<file path="src/hw/rtl/stl_pkg.sv">
// shared types, widths and lookup tables for the script token lexer
// no dependencies; used by the channel interfaces and the top level
package stl_pkg;

    localparam int POSITION_BITS_DEF   = 20;
    localparam int MAX_KEYWORD_LEN_DEF = 12;

    localparam int CH_W     = 8;
    localparam int KIND_W   = 5;
    localparam int LINE_W   = 20;
    localparam int START_W  = 20;
    localparam int LEN_W    = 21;
    localparam int KW_COUNT = 10;
    localparam int OP_COUNT = 15;
    localparam int OP_IDX_W = 4;

    localparam logic [LINE_W-1:0] FIRST_LINE_RESET = 20'd1;

    localparam logic [CH_W-1:0] CH_LF     = 8'h0a;
    localparam logic [CH_W-1:0] CH_HASH   = 8'h23;
    localparam logic [CH_W-1:0] CH_UNDER  = 8'h5f;
    localparam logic [CH_W-1:0] CH_DOT    = 8'h2e;
    localparam logic [CH_W-1:0] CH_DQUOTE = 8'h22;
    localparam logic [CH_W-1:0] CH_SQUOTE = 8'h27;
    localparam logic [CH_W-1:0] CH_EQUAL  = 8'h3d;
    localparam logic [CH_W-1:0] CH_BANG   = 8'h21;

    localparam int KW_LEN [KW_COUNT] = '{3, 2, 4, 3, 3, 6, 8, 12, 10, 11};

    typedef struct packed {
        logic [KIND_W-1:0]  kind;
        logic [LINE_W-1:0]  line;
        logic [START_W-1:0] start;
        logic [LEN_W-1:0]   len;
    } tok_t;

    typedef struct packed {
        logic                hit;
        logic [OP_IDX_W-1:0] idx;
    } op_hit_t;

    function automatic logic is_digit(input logic [CH_W-1:0] c);
        is_digit = c inside {[8'h30:8'h39]};
    endfunction

    function automatic logic is_alpha(input logic [CH_W-1:0] c);
        is_alpha = c inside {[8'h61:8'h7a], [8'h41:8'h5a]};
    endfunction

    function automatic logic is_space(input logic [CH_W-1:0] c);
        is_space = c inside {8'h20, [8'h09:8'h0d]};
    endfunction

    // keyword text, right justified: last character in the low byte
    function automatic logic [95:0] kw_word(input int k);
        logic [95:0] w;
        case (k)
            0:       w = 96'("set");
            1:       w = 96'("if");
            2:       w = 96'("else");
            3:       w = 96'("for");
            4:       w = 96'("end");
            5:       w = 96'("render");
            6:       w = 96'("redirect");
            7:       w = 96'({"save_", "session"});
            8:       w = 96'({"add_", "cookie"});
            9:       w = 96'({"set_", "session"});
            default: w = '0;
        endcase
        return w;
    endfunction

    function automatic logic [CH_W-1:0] kw_char(input int k, input logic [3:0] i);
        logic [95:0] w;
        int          b;
        w = kw_word(k);
        b = KW_LEN[k] - 1 - int'(i);
        if (b < 0) begin
            return '0;
        end
        return w[8*b +: 8];
    endfunction

    function automatic op_hit_t single_op(input logic [CH_W-1:0] c);
        op_hit_t r;
        r.hit = 1'b1;
        case (c)
            8'h3c:   r.idx = 4'd0;
            8'h3e:   r.idx = 4'd1;
            8'h2b:   r.idx = 4'd2;
            8'h2d:   r.idx = 4'd3;
            8'h2a:   r.idx = 4'd4;
            8'h2f:   r.idx = 4'd5;
            8'h28:   r.idx = 4'd6;
            8'h29:   r.idx = 4'd7;
            8'h5b:   r.idx = 4'd8;
            8'h5d:   r.idx = 4'd9;
            8'h7b:   r.idx = 4'd10;
            8'h7d:   r.idx = 4'd11;
            8'h3a:   r.idx = 4'd12;
            8'h3b:   r.idx = 4'd13;
            8'h2c:   r.idx = 4'd14;
            default:
            begin
                r.hit = 1'b0;
                r.idx = '0;
            end
        endcase
        return r;
    endfunction

endpackage

</file>
<file path="src/hw/rtl/stl_char_if.sv">
// character input channel of the script token lexer
// depends on stl_pkg for payload widths
interface stl_char_if;
    logic                      valid;
    logic                      ready;
    logic [stl_pkg::CH_W-1:0]  ch;
    logic                      has_char;
    logic                      is_last;

    modport source (output valid, output ch, output has_char, output is_last, input ready);
    modport sink (input valid, input ch, input has_char, input is_last, output ready);
endinterface

</file>
<file path="src/hw/rtl/stl_token_if.sv">
// token output channel of the script token lexer
// depends on stl_pkg for payload widths
interface stl_token_if;
    logic                         valid;
    logic                         ready;
    logic [stl_pkg::KIND_W-1:0]   token_kind;
    logic [stl_pkg::LINE_W-1:0]   token_line;
    logic [stl_pkg::START_W-1:0]  start_offset;
    logic [stl_pkg::LEN_W-1:0]    token_length;
    logic                         last_of_run;

    modport source (output valid, output token_kind, output token_line, output start_offset,
                    output token_length, output last_of_run, input ready);
    modport sink (input valid, input token_kind, input token_line, input start_offset,
                  input token_length, input last_of_run, output ready);
endinterface

</file>
<file path="src/hw/rtl/script_token_lexer.sv">
// script token lexer: one character per transaction, up to three tokens out per character
// a character's tokens show the cycle after it is accepted, then one per tok.ready cycle
// throughput: one character per cycle while tok.ready is high and each causes at most one
// token; a character causing more tokens holds the input while the result register drains
// reset: rst_n is asynchronous; first_line returns to 1, scan state to the start of a source
// depends on stl_pkg, stl_char_if and stl_token_if
module script_token_lexer #(
    parameter int POSITION_BITS   = stl_pkg::POSITION_BITS_DEF,
    parameter int MAX_KEYWORD_LEN = stl_pkg::MAX_KEYWORD_LEN_DEF
) (
    input  logic        clk,
    input  logic        rst_n,
    input  logic        psel,
    input  logic        penable,
    input  logic        pwrite,
    input  logic [2:0]  paddr,
    input  logic [31:0] pwdata,
    output logic [31:0] prdata,
    output logic        pready,
    stl_char_if.sink    src,
    stl_token_if.source tok
);

    localparam int POS_W = POSITION_BITS;
    localparam int TL_W  = POSITION_BITS + 1;

    localparam logic [2:0] MODE_IDLE    = 3'd0;
    localparam logic [2:0] MODE_COMMENT = 3'd1;
    localparam logic [2:0] MODE_NUMBER  = 3'd2;
    localparam logic [2:0] MODE_IDENT   = 3'd3;
    localparam logic [2:0] MODE_STRING  = 3'd4;
    localparam logic [2:0] MODE_EQ      = 3'd5;
    localparam logic [2:0] MODE_BANG    = 3'd6;

    localparam logic [stl_pkg::KIND_W-1:0] KIND_NUMBER = 5'd0;
    localparam logic [stl_pkg::KIND_W-1:0] KIND_IDENT  = 5'd1;
    localparam logic [stl_pkg::KIND_W-1:0] KIND_STRING = 5'd2;
    localparam logic [stl_pkg::KIND_W-1:0] KIND_KW0    = 5'd3;
    localparam logic [stl_pkg::KIND_W-1:0] KIND_EQEQ   = 5'd13;
    localparam logic [stl_pkg::KIND_W-1:0] KIND_EQ     = 5'd14;
    localparam logic [stl_pkg::KIND_W-1:0] KIND_NE     = 5'd15;
    localparam logic [stl_pkg::KIND_W-1:0] KIND_OP0    = 5'd16;
    localparam logic [stl_pkg::KIND_W-1:0] KIND_END    = 5'd31;

    localparam logic [0:0] REG_FIRST_LINE = 1'b0;

    localparam logic [stl_pkg::LINE_W-1:0] LINE_TOP = '1;
    localparam logic [POS_W-1:0]           POS_TOP  = '1;
    localparam logic [TL_W-1:0]            TL_TOP   = '1;
    localparam logic [stl_pkg::KW_COUNT-1:0] KW_ALL = '1;

    // scan state
    logic [2:0]                    mode_reg;
    logic                          quote_dbl_reg;
    logic [POS_W-1:0]              pos_reg;
    logic [stl_pkg::LINE_W-1:0]    line_reg;
    logic [POS_W-1:0]              tstart_reg;
    logic [TL_W-1:0]               tlen_reg;
    logic [stl_pkg::KW_COUNT-1:0]  kw_alive_reg;
    logic [stl_pkg::LINE_W-1:0]    first_line_reg;

    logic [2:0]                    mode_next;
    logic                          quote_dbl_next;
    logic [POS_W-1:0]              pos_next;
    logic [stl_pkg::LINE_W-1:0]    line_next;
    logic [POS_W-1:0]              tstart_next;
    logic [TL_W-1:0]               tlen_next;
    logic [stl_pkg::KW_COUNT-1:0]  kw_alive_next;

    // result register, drained one token per cycle while tok.ready is high
    stl_pkg::tok_t res_reg [3];
    stl_pkg::tok_t res_next [3];
    logic [1:0]    cnt_reg;
    logic [1:0]    idx_reg;
    logic [1:0]    n_next;

    logic acc;
    logic out_fire;
    logic rem_one;
    logic cfg_wr;

    function automatic stl_pkg::tok_t mk_tok(
        input logic [stl_pkg::KIND_W-1:0] kind,
        input logic [stl_pkg::LINE_W-1:0] line,
        input logic [POS_W-1:0]           start,
        input logic [stl_pkg::LEN_W-1:0]  len
    );
        stl_pkg::tok_t t;
        t.kind  = kind;
        t.line  = line;
        t.start = stl_pkg::START_W'(33'(start));
        t.len   = len;
        return t;
    endfunction

    function automatic logic [stl_pkg::LEN_W-1:0] len_out(input logic [TL_W-1:0] v);
        return stl_pkg::LEN_W'(33'(v));
    endfunction

    function automatic logic [stl_pkg::KW_COUNT-1:0] kw_kill(
        input logic [stl_pkg::KW_COUNT-1:0] alive,
        input logic [TL_W-1:0]              tl,
        input logic [stl_pkg::CH_W-1:0]     c
    );
        logic [stl_pkg::KW_COUNT-1:0] a;
        a = alive;
        for (int k = 0; k < stl_pkg::KW_COUNT; k++) begin
            if (tl >= TL_W'(stl_pkg::KW_LEN[k]) || tl >= TL_W'(MAX_KEYWORD_LEN)
                || stl_pkg::kw_char(k, tl[3:0]) != c) begin
                a[k] = 1'b0;
            end
        end
        return a;
    endfunction

    function automatic logic [stl_pkg::KIND_W-1:0] ident_kind(
        input logic [stl_pkg::KW_COUNT-1:0] alive,
        input logic [TL_W-1:0]              tl
    );
        logic [stl_pkg::KIND_W-1:0] kind;
        logic                       found;
        kind  = KIND_IDENT;
        found = 1'b0;
        for (int k = 0; k < stl_pkg::KW_COUNT; k++) begin
            if (!found && alive[k] && tl == TL_W'(stl_pkg::KW_LEN[k])) begin
                kind  = KIND_KW0 + stl_pkg::KIND_W'(k);
                found = 1'b1;
            end
        end
        return kind;
    endfunction

    assign cfg_wr   = psel && penable && pwrite && pready;
    assign pready   = 1'b1;
    assign prdata   = (paddr[2] == REG_FIRST_LINE) ? 32'(first_line_reg) : 32'd0;

    assign rem_one  = (cnt_reg - idx_reg) == 2'd1;
    assign out_fire = tok.valid && tok.ready;
    assign src.ready = (cnt_reg == 2'd0) || (rem_one && tok.ready);
    assign acc      = src.valid && src.ready;

    assign tok.valid        = cnt_reg != 2'd0;
    assign tok.token_kind   = res_reg[idx_reg].kind;
    assign tok.token_line   = res_reg[idx_reg].line;
    assign tok.start_offset = res_reg[idx_reg].start;
    assign tok.token_length = res_reg[idx_reg].len;
    assign tok.last_of_run  = rem_one;

    always_comb
    begin
        logic [stl_pkg::CH_W-1:0] c;
        logic [POS_W-1:0]         p;
        logic                     do_flush;
        logic                     do_idle;
        logic [stl_pkg::CH_W-1:0] quote_ch;
        stl_pkg::op_hit_t         op;

        mode_next      = mode_reg;
        quote_dbl_next = quote_dbl_reg;
        pos_next       = pos_reg;
        line_next      = line_reg;
        tstart_next    = tstart_reg;
        tlen_next      = tlen_reg;
        kw_alive_next  = kw_alive_reg;
        n_next         = 2'd0;
        for (int i = 0; i < 3; i++) begin
            res_next[i] = res_reg[i];
        end

        c        = src.ch;
        p        = pos_reg;
        do_flush = 1'b0;
        do_idle  = 1'b0;
        quote_ch = quote_dbl_reg ? stl_pkg::CH_DQUOTE : stl_pkg::CH_SQUOTE;
        op       = stl_pkg::single_op(c);

        if (src.has_char) begin
            case (mode_reg)
                MODE_COMMENT:
                begin
                    if (c == stl_pkg::CH_LF) begin
                        if (line_next != LINE_TOP) line_next = line_next + 1'b1;
                        mode_next = MODE_IDLE;
                    end
                end
                MODE_NUMBER:
                begin
                    if (stl_pkg::is_digit(c)) begin
                        if (tlen_next != TL_TOP) tlen_next = tlen_next + 1'b1;
                    end else begin
                        do_flush = 1'b1;
                        do_idle  = 1'b1;
                    end
                end
                MODE_IDENT:
                begin
                    if (stl_pkg::is_alpha(c) || stl_pkg::is_digit(c)
                        || c == stl_pkg::CH_UNDER || c == stl_pkg::CH_DOT) begin
                        kw_alive_next = kw_kill(kw_alive_next, tlen_next, c);
                        if (tlen_next != TL_TOP) tlen_next = tlen_next + 1'b1;
                    end else begin
                        do_flush = 1'b1;
                        do_idle  = 1'b1;
                    end
                end
                MODE_STRING:
                begin
                    if (c == quote_ch) begin
                        res_next[n_next] = mk_tok(KIND_STRING, line_next, tstart_next,
                                                  len_out(tlen_next));
                        n_next    = n_next + 1'b1;
                        mode_next = MODE_IDLE;
                    end else begin
                        if (c == stl_pkg::CH_LF && line_next != LINE_TOP) begin
                            line_next = line_next + 1'b1;
                        end
                        if (tlen_next != TL_TOP) tlen_next = tlen_next + 1'b1;
                    end
                end
                MODE_EQ:
                begin
                    if (c == stl_pkg::CH_EQUAL) begin
                        res_next[n_next] = mk_tok(KIND_EQEQ, line_next, tstart_next, 21'd2);
                        n_next    = n_next + 1'b1;
                        mode_next = MODE_IDLE;
                    end else begin
                        do_flush = 1'b1;
                        do_idle  = 1'b1;
                    end
                end
                MODE_BANG:
                begin
                    if (c == stl_pkg::CH_EQUAL) begin
                        res_next[n_next] = mk_tok(KIND_NE, line_next, tstart_next, 21'd2);
                        n_next    = n_next + 1'b1;
                        mode_next = MODE_IDLE;
                    end else begin
                        do_idle = 1'b1;
                    end
                end
                default:
                begin
                    do_idle = 1'b1;
                end
            endcase

            // pending number, identifier or '=' ends on this character
            if (do_flush) begin
                case (mode_reg)
                    MODE_NUMBER:
                    begin
                        res_next[n_next] = mk_tok(KIND_NUMBER, line_next, tstart_next,
                                                  len_out(tlen_next));
                        n_next = n_next + 1'b1;
                    end
                    MODE_IDENT:
                    begin
                        res_next[n_next] = mk_tok(ident_kind(kw_alive_next, tlen_next),
                                                  line_next, tstart_next, len_out(tlen_next));
                        n_next = n_next + 1'b1;
                    end
                    MODE_EQ:
                    begin
                        res_next[n_next] = mk_tok(KIND_EQ, line_next, tstart_next, 21'd1);
                        n_next = n_next + 1'b1;
                    end
                    default:
                    begin
                    end
                endcase
            end

            if (do_idle) begin
                mode_next = MODE_IDLE;
                if (stl_pkg::is_space(c)) begin
                    if (c == stl_pkg::CH_LF && line_next != LINE_TOP) begin
                        line_next = line_next + 1'b1;
                    end
                end else if (c == stl_pkg::CH_HASH) begin
                    mode_next = MODE_COMMENT;
                end else if (stl_pkg::is_digit(c)) begin
                    mode_next   = MODE_NUMBER;
                    tstart_next = p;
                    tlen_next   = TL_W'(1);
                end else if (stl_pkg::is_alpha(c) || c == stl_pkg::CH_UNDER) begin
                    mode_next     = MODE_IDENT;
                    tstart_next   = p;
                    kw_alive_next = kw_kill(KW_ALL, '0, c);
                    tlen_next     = TL_W'(1);
                end else if (c == stl_pkg::CH_DQUOTE || c == stl_pkg::CH_SQUOTE) begin
                    mode_next      = MODE_STRING;
                    quote_dbl_next = (c == stl_pkg::CH_DQUOTE);
                    tstart_next    = (p != POS_TOP) ? p + 1'b1 : POS_TOP;
                    tlen_next      = '0;
                end else if (c == stl_pkg::CH_EQUAL) begin
                    mode_next   = MODE_EQ;
                    tstart_next = p;
                end else if (c == stl_pkg::CH_BANG) begin
                    mode_next   = MODE_BANG;
                    tstart_next = p;
                end else if (op.hit) begin
                    res_next[n_next] = mk_tok(KIND_OP0 + stl_pkg::KIND_W'(op.idx), line_next,
                                              p, 21'd1);
                    n_next = n_next + 1'b1;
                end
            end

            pos_next = (p != POS_TOP) ? p + 1'b1 : POS_TOP;
        end

        if (src.is_last) begin
            case (mode_next)
                MODE_NUMBER:
                begin
                    res_next[n_next] = mk_tok(KIND_NUMBER, line_next, tstart_next,
                                              len_out(tlen_next));
                    n_next = n_next + 1'b1;
                end
                MODE_IDENT:
                begin
                    res_next[n_next] = mk_tok(ident_kind(kw_alive_next, tlen_next),
                                              line_next, tstart_next, len_out(tlen_next));
                    n_next = n_next + 1'b1;
                end
                MODE_STRING:
                begin
                    // unterminated string keeps the text seen so far
                    res_next[n_next] = mk_tok(KIND_STRING, line_next, tstart_next,
                                              len_out(tlen_next));
                    n_next = n_next + 1'b1;
                end
                MODE_EQ:
                begin
                    res_next[n_next] = mk_tok(KIND_EQ, line_next, tstart_next, 21'd1);
                    n_next = n_next + 1'b1;
                end
                default:
                begin
                end
            endcase
            res_next[n_next] = mk_tok(KIND_END, line_next, pos_next, '0);
            n_next = n_next + 1'b1;

            mode_next      = MODE_IDLE;
            quote_dbl_next = 1'b0;
            pos_next       = '0;
            line_next      = first_line_reg;
            tstart_next    = '0;
            tlen_next      = '0;
            kw_alive_next  = KW_ALL;
        end
    end

    always_ff @(posedge clk or negedge rst_n)
    begin
        if (!rst_n) begin
            mode_reg       <= MODE_IDLE;
            quote_dbl_reg  <= 1'b0;
            pos_reg        <= '0;
            line_reg       <= stl_pkg::FIRST_LINE_RESET;
            tstart_reg     <= '0;
            tlen_reg       <= '0;
            kw_alive_reg   <= KW_ALL;
            first_line_reg <= stl_pkg::FIRST_LINE_RESET;
        end else begin
            if (acc) begin
                mode_reg      <= mode_next;
                quote_dbl_reg <= quote_dbl_next;
                pos_reg       <= pos_next;
                line_reg      <= line_next;
                tstart_reg    <= tstart_next;
                tlen_reg      <= tlen_next;
                kw_alive_reg  <= kw_alive_next;
            end
            if (cfg_wr && paddr[2] == REG_FIRST_LINE) begin
                first_line_reg <= pwdata[stl_pkg::LINE_W-1:0];
                // before the first character the running line count follows the register
                if (!acc && pos_reg == '0) begin
                    line_reg <= pwdata[stl_pkg::LINE_W-1:0];
                end
            end
        end
    end

    always_ff @(posedge clk or negedge rst_n)
    begin
        if (!rst_n) begin
            cnt_reg <= 2'd0;
            idx_reg <= 2'd0;
        end else if (acc && n_next != 2'd0) begin
            cnt_reg <= n_next;
            idx_reg <= 2'd0;
        end else if (out_fire) begin
            if (rem_one) begin
                cnt_reg <= 2'd0;
                idx_reg <= 2'd0;
            end else begin
                idx_reg <= idx_reg + 1'b1;
            end
        end
    end

    always_ff @(posedge clk)
    begin
        if (acc && n_next != 2'd0) begin
            for (int i = 0; i < 3; i++) begin
                res_reg[i] <= res_next[i];
            end
        end
    end

    a_idx_in_range: assert property (@(posedge clk) disable iff (!rst_n)
        tok.valid |-> (idx_reg < cnt_reg) && (cnt_reg != 2'd3 || idx_reg != 2'd3))
        else $error("result index beyond filled entries");

    a_last_restarts: assert property (@(posedge clk) disable iff (!rst_n)
        acc && src.is_last |=> pos_reg == '0 && mode_reg == MODE_IDLE && tlen_reg == '0)
        else $error("end of source did not restart the scan state");

    a_last_ends_run: assert property (@(posedge clk) disable iff (!rst_n)
        acc && src.is_last |=> tok.valid && res_reg[cnt_reg - 2'd1].kind == KIND_END)
        else $error("end token is not the final result of its character");

    a_no_accept_busy: assert property (@(posedge clk) disable iff (!rst_n)
        acc |-> cnt_reg == 2'd0 || (rem_one && out_fire))
        else $error("character accepted while results are still pending");

endmodule

</file>
<file path="src/flat_wrapper.sv">
// flat-port wrapper written by rule: the top's interface ports become plain ports
module script_token_lexer_flat 
#(
    parameter int POSITION_BITS   = stl_pkg::POSITION_BITS_DEF,
    parameter int MAX_KEYWORD_LEN = stl_pkg::MAX_KEYWORD_LEN_DEF
)
  (clk, rst_n, psel, penable, pwrite, paddr, pwdata, prdata, pready, src_valid, src_ch, src_has_char, src_is_last, src_ready, tok_valid, tok_token_kind, tok_token_line, tok_start_offset, tok_token_length, tok_last_of_run, tok_ready);
  stl_char_if src_i ();
  stl_token_if tok_i ();
  input  logic clk;
  input  logic rst_n;
  input  logic psel;
  input  logic penable;
  input  logic pwrite;
  input  logic [2:0] paddr;
  input  logic [31:0] pwdata;
  output logic [31:0] prdata;
  output logic pready;
  input wire logic [$bits(src_i.valid)-1:0] src_valid;
  input wire logic [$bits(src_i.ch)-1:0] src_ch;
  input wire logic [$bits(src_i.has_char)-1:0] src_has_char;
  input wire logic [$bits(src_i.is_last)-1:0] src_is_last;
  output wire logic [$bits(src_i.ready)-1:0] src_ready;
  output wire logic [$bits(tok_i.valid)-1:0] tok_valid;
  output wire logic [$bits(tok_i.token_kind)-1:0] tok_token_kind;
  output wire logic [$bits(tok_i.token_line)-1:0] tok_token_line;
  output wire logic [$bits(tok_i.start_offset)-1:0] tok_start_offset;
  output wire logic [$bits(tok_i.token_length)-1:0] tok_token_length;
  output wire logic [$bits(tok_i.last_of_run)-1:0] tok_last_of_run;
  input wire logic [$bits(tok_i.ready)-1:0] tok_ready;
  assign src_i.valid = src_valid;
  assign src_i.ch = src_ch;
  assign src_i.has_char = src_has_char;
  assign src_i.is_last = src_is_last;
  assign src_ready = src_i.ready;
  assign tok_valid = tok_i.valid;
  assign tok_token_kind = tok_i.token_kind;
  assign tok_token_line = tok_i.token_line;
  assign tok_start_offset = tok_i.start_offset;
  assign tok_token_length = tok_i.token_length;
  assign tok_last_of_run = tok_i.last_of_run;
  assign tok_i.ready = tok_ready;
  script_token_lexer #(.POSITION_BITS(POSITION_BITS), .MAX_KEYWORD_LEN(MAX_KEYWORD_LEN)) u_core (.clk(clk), .rst_n(rst_n), .psel(psel), .penable(penable), .pwrite(pwrite), .paddr(paddr), .pwdata(pwdata), .prdata(prdata), .pready(pready), .src(src_i), .tok(tok_i));
endmodule
</file>
<file path="config.mk">
export PLATFORM = sky130hd
export DESIGN_NAME = script_token_lexer_flat
export DESIGN_NICKNAME = d
export VERILOG_FILES = /design/src/hw/rtl/stl_pkg.sv /design/src/hw/rtl/stl_char_if.sv /design/src/hw/rtl/stl_token_if.sv /design/src/hw/rtl/script_token_lexer.sv /design/src/flat_wrapper.sv
export SDC_FILE = /design/constraint.sdc
export NUM_CORES = 1
export LEC_CHECK = 0
export BUFFER_PORTS_ARGS = -buffer_cell sky130_fd_sc_hd__buf_4
export CORE_MARGIN = 2
export CORE_UTILIZATION = 55
export DETAILED_ROUTE_END_ITERATION = 8
export PLACE_DENSITY = 0.73
export SETUP_SLACK_MARGIN = 0.3
export SYNTH_ARGS = -nofsm -noshare
export SYNTH_HDL_FRONTEND = slang
export SYNTH_SLANG_ARGS = --single-unit
</file>
<file path="constraint.sdc">
create_clock -name clk -period 22.2 [get_ports clk]
set_input_delay 1.11 -clock clk [delete_from_list [all_inputs] [get_ports clk]]
set_output_delay 1.11 -clock clk [all_outputs]
set_load 0.005 [all_outputs]
</file>
======== After elaboration in Yosys (flattened, before gate mapping) ========
Memories as Yosys holds them, arrays and structs flattened.
Index checks and enable logic that the tools add are counted.
W data, S select, Z words.
operators by class
  equality and inequality tests ........... 80
  mux-type cells .......................... 428
  bitwise gates (word level) .............. 5
  reduce and logical (&&, ||, !) cells .... 116
  shift-type cells ........................ 10
  add/sub/neg operators ................... 19
  $lt $le $gt $ge ......................... 32
operator list
  operator               count
  $mux W96               36
  $mux W198              14
  $bwmux W198            9
  $shiftx A96 B32 Y8     10
  $pmux W198 S4          1
  $pmux W198 S3          1
  $mux W20               27
  $demux W66 S2          4
  $mux W66               8
  $mux W88               6
  $mux W80               6
  $mux W24               18
  $mux W64               6
  $mux W8                48
  $mux W48               6
  $mux W21               13
  $lt A32 B1 Y1 const B  8
  $pmux W66 S3           1
  $mux W32               6
  $eq A21 B4 Y1 const B  8
  $ne A8 B8 Y1           20
  $eq A8 B6 Y1 const B   18
  $mux W1                133
  $mux W10               10
  58 further kinds       273
word-level totals
  logic and storage cells ................. 701
  flip-flop bits (word level) ............. 119
  output and inout port bits .............. 102
  input port bits ......................... 52
  memories ................................ 1
  bits in writable memories ............... 198
memories
  memory          depth  width  read ports  clocked after Yosys merged registers in  write ports  RTL line                  RTL
  u_core.res_reg  3      66     4           0                                        3            script_token_lexer.sv:71  stl_pkg::tok_t res_reg [3];

======== Logic depth before layout (Yosys ltp) ========
Gate-level depths: netlist (run 1).
  word-level depth ........................ 108
  mapped depth ............................ 26

======== Least setup slack after synthesis (run 1) ========
Ideal clock, no wire load.
  path kind ............................... in2reg
  from .................................... in src_ch[2]
  to ...................................... reg u_core.cnt_reg[1]
  stages .................................. 18
  arrival time ............................ 15977 ps
  required time ........................... 21616 ps
  slack ................................... 5638 ps
  path buffers ............................ 1
  path through ............................ buf_4 > or2_4 > o41a_1 > a2111oi_4 > nor2_1 > nand2_1 > nor2_1 > a21oi_1 > inv_1 > ha_1 > mux2i_1 > nand2_1 > ha_1 > mux2_2 > ha_1 > inv_1 > a31oi_1 > o32ai_1
on the way
  cells in the longest elaborated chain, start to end .. 31
  elaborated cells on any way between the ends .. 101
  classes of those cells .................. add/sub: 4; order compare: 8; eq/ne: 29; mux: 42; reduce/logical: 18
ends and longest elaborated chain
  item                                          RTL line                   RTL
  start: declaration                            flat_wrapper.sv:20         input wire logic [$bits(src_i.ch)-1:0] src_ch;
  $ge A8 B7 Y1 or $le A8 B7 Y1 (tied branches)  stl_pkg.sv:47              is_alpha = c inside {[8'h61:8'h7a], [8'h41:8'h5a]};
  $logic_and A1 B1 Y1                           stl_pkg.sv:47
  $reduce_bool A2 Y1                            stl_pkg.sv:47
  $logic_or A1 B1 Y1                            script_token_lexer.sv:197  if (stl_pkg::is_alpha(c) || stl_pkg::is_digit(c)
  $logic_or A1 B1 Y1 (2 in series)              script_token_lexer.sv:198  || c == stl_pkg::CH_UNDER || c == stl_pkg::CH_DOT) begin
  $mux W1                                       script_token_lexer.sv:197
  $pmux W1 S3                                   script_token_lexer.sv:178  case (mode_reg)
  $mux W1                                       script_token_lexer.sv:177  if (src.has_char) begin
  [14 not listed]                               -
  $mux W2                                       -
  $mux W2                                       script_token_lexer.sv:311  if (src.is_last) begin
  $add A2 B1 Y2                                 script_token_lexer.sv:342  n_next = n_next + 1'b1;
  $mux W2 (*)                                   script_token_lexer.sv:311
  $reduce_bool A2 Y1                            script_token_lexer.sv:390  end else if (acc && n_next != 2'd0) begin
  $logic_and A1 B1 Y1                           script_token_lexer.sv:390
  $reduce_bool A2 Y1 (no source line)           -
  $reduce_and A2 Y1 (no source line)            -
  end signal: assignment                        script_token_lexer.sv:391  cnt_reg <= n_next;
  end: declaration                              script_token_lexer.sv:73   logic [1:0] cnt_reg;
Every way passes the cells marked *; elsewhere a longest branch is shown, timed or not. The select of a mux whose other input is x is not followed.
A chain may end at the register's enable or synchronous reset.

==> results.tsv, run 1 <==
stage	metric	value	unit
timing	RSZ-0062 raised after global routing	false	
clocking	Resized cells post-CTS	0	
route	drt first pass iters	8	
route	vias	26382	
timing	endpoints failing hold	0	
global_routing	largest net degree at the start of global routing	171	
die	Rows	79	
route	DRC	0	
clocking	CTS Hold Buffers Added	0	
timing	fmax	126	MHz
cells_and_area	max reg flops	198	
placed_design	dpl cells	3634	
yosys	Synthesis Warnings	0	
hold_path	Hold Path Class	register to register	
timing	Tightest Pin Transition	1.13	ns
global_routing	Total GRT Usage	38.8	%
pwr	pwr dens	104	nW/um^2
critical_path	CP Max Fanout	35	
yosys	Synth cell types	111	
cells_and_area	most frequent cells in the layout	nand2_1, o21ai_0, nor2_1	
yosys	Synth Area per Inst	8.19	um^2
die	chip width	220	um
timing	Pins Over Slew Limit	0	
clocking	root buffer cell	clkbuf_16	
route	DRT Wirelength	95900	um
cells_and_area	non-filler cells, final	3702	
yosys	Top FF cell, synth	edfxtp_1	
route	Vias/cell	7.13	
route	drt wl/cell	25.9	um
route	ANT nets after route	0	
placed_design	Final GP Congestion	0.968	
clocking	clk_lat worst skew	0.58	ns
clocking	total setup buffers inserted after CTS	0	
placed_design	Port-buffer cells	126	
timing	final period utilization	35.8	%
cells_and_area	Antenna diodes	0	
job	max cap viols	0	
cells_and_area	fin nets	3143	
cells_and_area	most common cell after layout, fill and taps aside	nand2_1	
critical_path	WS Path Type	input pin to register	
timing	setup_tns	0	ns
cells_and_area	area grow syn2layout	8.71	%
global_routing	initial antenna violation count	0	
critical_path	worst r2r path cells	21	
yosys	#FFs+latches synth	317	
die	num ports	154	
critical_path	critical path startpoint category	input pin	
global_routing	vias in the first global route	24451	
critical_path	crit path DAT	8.27	ns
cells_and_area	register area	8950	um^2
die	Core Area	46300	um^2
placed_design	DP Wirelength	62600	um
clocking	clk buf depth	3	
global_routing	grt ovf	0	
yosys	Syn Inst Count	3136	
clocking	clock slew at reported path FFs	0.06	ns
clocking	depth of the CTS H-tree	2	
critical_path	WP data required	22.52	ns
clocking	TritonCTS Buffers	37	
pwr	maximum vdd drop	0.0000762	V
cells_and_area	Fill cells	4134	
route	detailed router's first-iteration violation count	3692	
timing	Final Setup Violations	0	
clocking	clock sink count	317	
cells_and_area	share of post-route cells with drive strength above 1	11.9	%
die	Starting Density	55.5	%
clocking	CTS tree	done	
die	die area	48400	um^2
yosys	Post-synth EDFFs	198	
timing	final worst path period need	7.95	ns
pwr	P_leak	10.0	nW
critical_path	crit path capture type	register	
status	status	finished, final reports clean	
timing	Max-slew headroom	24.5	%
die	Die Y	220	um
cells_and_area	final core utilization	60.3	%
yosys	sequential fraction of the synthesis area	34.8	%
timing	Worst Skew	0.0248	ns
yosys	Cell Area, Synth	25700	um^2
cells_and_area	multi-input logic area	15400	um^2
global_routing	first-pass GRT wire length	146000	um
hold_path	Hold Path Stages	2	
yosys	asr flop ratio synth	37.5	%
==> report_power, final <==
part / switching [mW] / internal [mW] / leakage, nW
Clock: 0.267 / 0.360 / 0.597
Sequential: 0.162 / 0.830 / 3.36
Combinational: 0.803 / 0.474 / 6.07
Total: 1.23 / 1.66 / 10.0
==> through the flow <==
step / area [um^2] / total power [mW] / worst slack (ns) / hold slack, ns
2_1_floorplan: 25700 / 1.79 / 5.64 / 0.474
3_3_place_gp: 26700 / 2.19 / 13.99 / 0.487
3_5_place_dp: 26700 / 2.23 / 13.92 / 0.495
4_1_cts: 27900 / 2.86 / 14.53 / 0.504
5_1_grt: 27900 / 3.03 / 14.07 / 0.534
6_report: 27900 / 2.90 / 14.25 / 0.500
==> cells in the mapped netlist (all sizes together), types with 40 or more instances <==
library cell | instances | area (um^2)
o21ai | 316 | 1590
nor2 | 244 | 928
nor2b | 42 | 263
o22ai | 79 | 500
a22o | 52 | 455
o211ai | 45 | 338
nand3 | 81 | 405
a22oi | 49 | 368
a21oi | 232 | 1170
mux2 | 40 | 450
dfrtp | 107 | 2680
clkbuf | 237 | 891
buf | 65 | 368
nand2 | 389 | 1460
edfxtp | 198 | 5950
nor3 | 79 | 429
xnor2 | 47 | 412
mux2i | 165 | 1660
o221ai | 44 | 385
inv | 51 | 191
==> layout make-up <==
| class | instances | share of cell area [%] |
|---|---|---|
| multi-input combinational | 2472 | 55.1 |
| sequential | 317 | 32.1 |
| timing repair buffer | 182 | 4.95 |
| clock buffer | 54 | 3.84 |
| tap | 607 | 2.72 |
| inverter | 56 | 0.753 |
| clock inverter | 14 | 0.525 |
==> path summary, 6_finish.rpt <==
| check | startpoint | end | slack [ns] |
|---|---|---|---|
| setup / recovery | src_ch[4] | u_core.res_reg[0][63] | 14.25 |
| hold / removal | u_core.kw_alive_reg[7] | u_core.kw_alive_reg[7] | 0.50 |
| setup reg to reg | u_core.mode_reg[1] | u_core.res_reg[0][63] | 14.92 |
| hold reg to reg | u_core.kw_alive_reg[7] | u_core.kw_alive_reg[7] | 0.50 |
| max in group asynchronous | rst_n | u_core.first_line_reg[6] | 20.30 |
| min in group asynchronous | rst_n | u_core.tlen_reg[0] | 0.59 |
==> worst max-delay path, stage by stage <==
cell       delay, ns
buf_4           0.23
or4b_4          0.68
nor3_4          0.33
a2111oi_4       0.05
buf_4           0.22
nor2_1          0.58
nand2_1         0.62
a21oi_1         0.48
inv_1           0.11
ha_1            0.29
mux2i_1         0.13
nand2_1         0.16
ha_1            0.36
mux2_2          0.30
ha_1            0.20
buf_4           0.26
nand2_1         0.55
nand2_1         0.54
or3_1           0.51
nor4bb_1        0.41
a211oi_2        0.08
==> routing by layer <==
layer | vias to the layer above | wire length, um | GRT usage, % | share of wire (%)
met5 | - | 0 | 0 | 0
met4 | 0 | 4730 | 18.7 | 4.9
met3 | 322 | 10000 | 6.34 | 10
met2 | 1853 | 43100 | 60.8 | 45
met1 | 12619 | 38000 | 52.3 | 40
li1 | 11588 | - | - | -
==> logic make-up after synthesis <==
kind of cell | Yosys count | share of synthesized area, %
adder cells (fa/ha/maj) | 25 | 1.22
multiplexers | 205 | 8.24
flip-flops | 317 | 34.8
buffers and inverters | 358 | 5.72
AND/OR/NAND/NOR | 1117 | 21.3
XOR/XNOR | 68 | 2.32
other | 2 | 0.0293
AO/OA/AOI/OAI | 1044 | 26.4
Power figures use the tool's default switching activity.
==> run 2, diff against run 1 <==
--- a/config.mk
+++ b/config.mk
@@ -5,6 +5,7 @@
 export SDC_FILE = /design/constraint.sdc
 export NUM_CORES = 1
 export LEC_CHECK = 0
+export ABC_AREA = 1
 export BUFFER_PORTS_ARGS = -buffer_cell sky130_fd_sc_hd__buf_4
 export CORE_MARGIN = 2
 export CORE_UTILIZATION = 55
==> constraint.sdc (replaced) <==
create_clock -name clk -period 8.1 [get_ports clk]
set_input_delay 0.405 -clock clk [delete_from_list [all_inputs] [get_ports clk]]
set_output_delay 0.405 -clock clk [all_outputs]
set_load 0.005 [all_outputs]
==> results.tsv, run 2 <==
stage	metric	value	unit
yosys	#FFs+latches synth	317	
job	max cap viols	0	
route	detailed router's first-iteration violation count	4479	
yosys	asr flop ratio synth	37.5	%
timing	endpoints failing hold	0	
global_routing	grt ovf	0	
cells_and_area	multi-input logic area	15500	um^2
die	Core Area	48800	um^2
pwr	combinational group share of total power	59.9	%
global_routing	largest net degree at the start of global routing	137	
cells_and_area	fin nets	4066	
clocking	Resized cells post-CTS	0	
critical_path	worst r2r path cells	24	
clocking	total setup buffers inserted after CTS	0	
yosys	Cell Area, Synth	27200	um^2
die	Die Y	226	um
timing	fmax	152	MHz
clocking	clk_lat worst skew	0.58	ns
timing	Worst Skew	0.0216	ns
cells_and_area	Antenna diodes	0	
route	ANT nets after route	0	
yosys	Synth top cells by count	nand2_1, o21ai_0, nor2_1, inv_1, a21oi_1	
pwr	P_leak	12.5	nW
cells_and_area	Fill cells	4786	
route	drt wl/cell	23.0	um
yosys	Top FF cell, synth	edfxtp_1	
hold_path	Hold Path Stages	3	
cells_and_area	area grow syn2layout	8.25	%
pwr	switch share	52.7	%
timing	Max-slew headroom	13.5	%
status	status	finished, final reports clean	
timing	Pins Over Slew Limit	0	
clocking	depth of the CTS H-tree	2	
global_routing	met3 usage	8.41	%
pwr	switching power	6.30	mW
yosys	Synthesis Warnings	0	
die	num ports	154	
global_routing	met2 track demand over resource	62.6	%
pwr	Internal	5.65	mW
critical_path	crit path capture type	register	
critical_path	WP data required	8.40	ns
yosys	Synth area leaders	edfxtp_1, nand2_1, dfrtp_1, o21ai_0, a21oi_1	
route	vias	30570	
critical_path	crit path DAT	6.88	ns
timing	final period utilization	81.3	%
hold_path	Hold Path Class	input pin to register	
clocking	TritonCTS Buffers	38	
timing	RSZ-0062 raised after global routing	false	
placed_design	Final GP Congestion	0.978	
global_routing	vias in the first global route	28098	
pwr	pwr dens	407	nW/um^2
clocking	root buffer cell	clkbuf_16	
die	die area	51200	um^2
cells_and_area	max reg flops	198	
cells_and_area	register area	8940	um^2
yosys	Synth top area share	21.9	%
placed_design	Port-buffer cells	126	
placed_design	DP Wirelength	71300	um
pwr	Reg power frac	26.0	%
cells_and_area	share of post-route cells with drive strength above 1	9.50	%
global_routing	Total GRT Usage	41.4	%
cells_and_area	most common cell after layout, fill and taps aside	nand2_1	
route	Vias/cell	6.53	
die	Rows	81	
pwr	maximum vdd drop	0.000209	V
critical_path	CP Max Fanout	45	
global_routing	global route hottest layer	met2	
yosys	Synth cell types	75	
yosys	Post-synth EDFFs	198	
die	chip width	226	um
yosys	sequential fraction of the synthesis area	32.9	%
critical_path	Worst R2R Start	u_core.mode_reg[1]	
critical_path	worst reg2reg setup slack	1.52	ns
critical_path	reg-to-reg endpoint	u_core.res_reg[1][31]	
critical_path	critical path startpoint category	register	
timing	Tightest Pin Transition	1.29	ns
timing	setup_tns	0	ns
clocking	clock slew at reported path FFs	0.06	ns
yosys	Syn Inst Count	4039	
timing	final worst path period need	6.58	ns
global_routing	first-pass GRT wire length	164000	um
hold_path	Hold Path Origin	pwdata[19]	
timing	Final Setup Violations	0	
global_routing	met1 Resource Use GR	56.2	%
yosys	count leader, synth	nand2_1	
global_routing	initial antenna violation count	0	
clocking	clock sink count	317	
cells_and_area	most frequent cells in the layout	nand2_1, o21ai_0, nor2_1	
hold_path	Hold Path Sink	u_core.first_line_reg[19]	
pwr	Clk pwr share	14.0	%
critical_path	WS Path Type	register to register	
route	DRT Wirelength	108000	um
timing	final hold slack	0.0399	ns
die	Starting Density	55.6	%
route	DRC	0	
clocking	clk buf depth	3	
route	drt first pass iters	6	
yosys	area leader, netlist	edfxtp_1	
clocking	CTS tree	done	
yosys	Synth Area per Inst	6.73	um^2
-- run 2: cell count changes in the layout (fill, tap and decap cells not counted), sizes merged, moves of 44 or more --
cell	previous run	this run
a22o	52	1
xnor2	47	3
nand2	389	904
nor2	244	415
o22ai	79	135
a21oi	232	334
nand3	81	220
inv	52	411
o21ai	316	472
mux2i	165	0
-- run 2: kinds of logic (layout without fill, tap and decap cells) --
group | after synthesis | count (layout) | share of synthesized area, %
and+or+nand+nor | 1700 | 1700 | 26.9
AOI/OAI and AO/OA | 1237 | 1237 | 26.8
buffers and inverters | 696 | 665 | 10.2
DFF | 317 | 317 | 32.9
xor gates and xnor gates | 62 | 62 | 2.03
adders and majority gates | 25 | 25 | 1.15
other | 2 | 13 | 0.0276
-- run 2: routing by layer --
metal | wire length, um | up-vias
li1 | - | 13908
met1 | 42200 | 14126
met2 | 46500 | 2111
met3 | 12900 | 425
met4 | 6140 | 0
met5 | 0 | -
-- run 2: critical path: stages (launching register included) --
cell and delay, ns:
dfrtp_1 0.45, nand2_1 0.08, inv_1 0.10, nand2_1 0.10, inv_1 0.41, nand4_4 0.21, nand2_1 0.43, nor2_2 0.07
inv_1 0.58, nand2_1 0.10, nand2_1 0.13, inv_1 0.09, ha_1 0.27, nand3_1 0.08, nand3_1 0.20, ha_1 0.37
inv_1 0.03, o21ai_0 0.32, ha_1 0.36, nand2_1 0.10, inv_1 0.54, nor2_2 0.11, inv_2 0.80, o22ai_1 0.13
o21bai_1 0.21
-- run 2: final cells by class --
type | count | share of cell area [%]
multi-input cells | 3037 | 52.9
flip-flops and latches | 317 | 30.4
inverters | 424 | 5.43
repair buffers | 171 | 4.44
clock buffers | 62 | 3.82
well taps | 664 | 2.82
clock inverters | 8 | 0.200
-- run 2: power by group through the flow --
stage / Clock, mW / Combinational, mW / Sequential (mW)
after floorplan: 0 / 4.76 / 2.86
after global placement: 0 / 6.84 / 3.08
after detailed placement: 0 / 6.90 / 3.09
after CTS: 1.68 / 6.94 / 3.07
after global routing: 1.74 / 7.78 / 3.16
final: 1.68 / 7.17 / 3.11
-- run 2: how the worst max path moves through the flow --
| stage | startpoint | endpoint | depth (start not counted) |
|---|---|---|---|
| 2_1_floorplan | src_ch[6] | u_core.res_reg[0][0] | 26 |
| 3_3_place_gp | src_ch[1] | u_core.res_reg[1][31] | 26 |
| 3_5_place_dp | src_ch[1] | u_core.res_reg[1][31] | 26 |
| 4_1_cts | u_core.mode_reg[1] | u_core.res_reg[1][31] | 24 |
| 5_1_grt | u_core.mode_reg[1] | u_core.res_reg[1][40] | 23 |
| 6_report | u_core.mode_reg[1] | u_core.res_reg[1][31] | 24 |
-- run 2: metrics by stage --
step / cells / util, % / cell area [um^2] / total power, mW / worst slack [ns]
detailed placement: 4612 / 57.8 / 28200 / 9.99 / 1.40
CTS: 4683 / 60.2 / 29400 / 11.7 / 1.70
global route: 4683 / 60.2 / 29400 / 12.7 / 1.05
finish: 4683 / 60.2 / 29400 / 12.0 / 1.52
global placement: 4612 / 57.8 / 28200 / 9.93 / 1.49
floorplan: 4050 / - / 27200 / 7.62 / 1.37
-- run 2: timing repair --
action,4_1_cts,5_1_grt
hold endpoints to repair,51,0
endpoints found under the setup margin,0,0
hold buffers,1,0
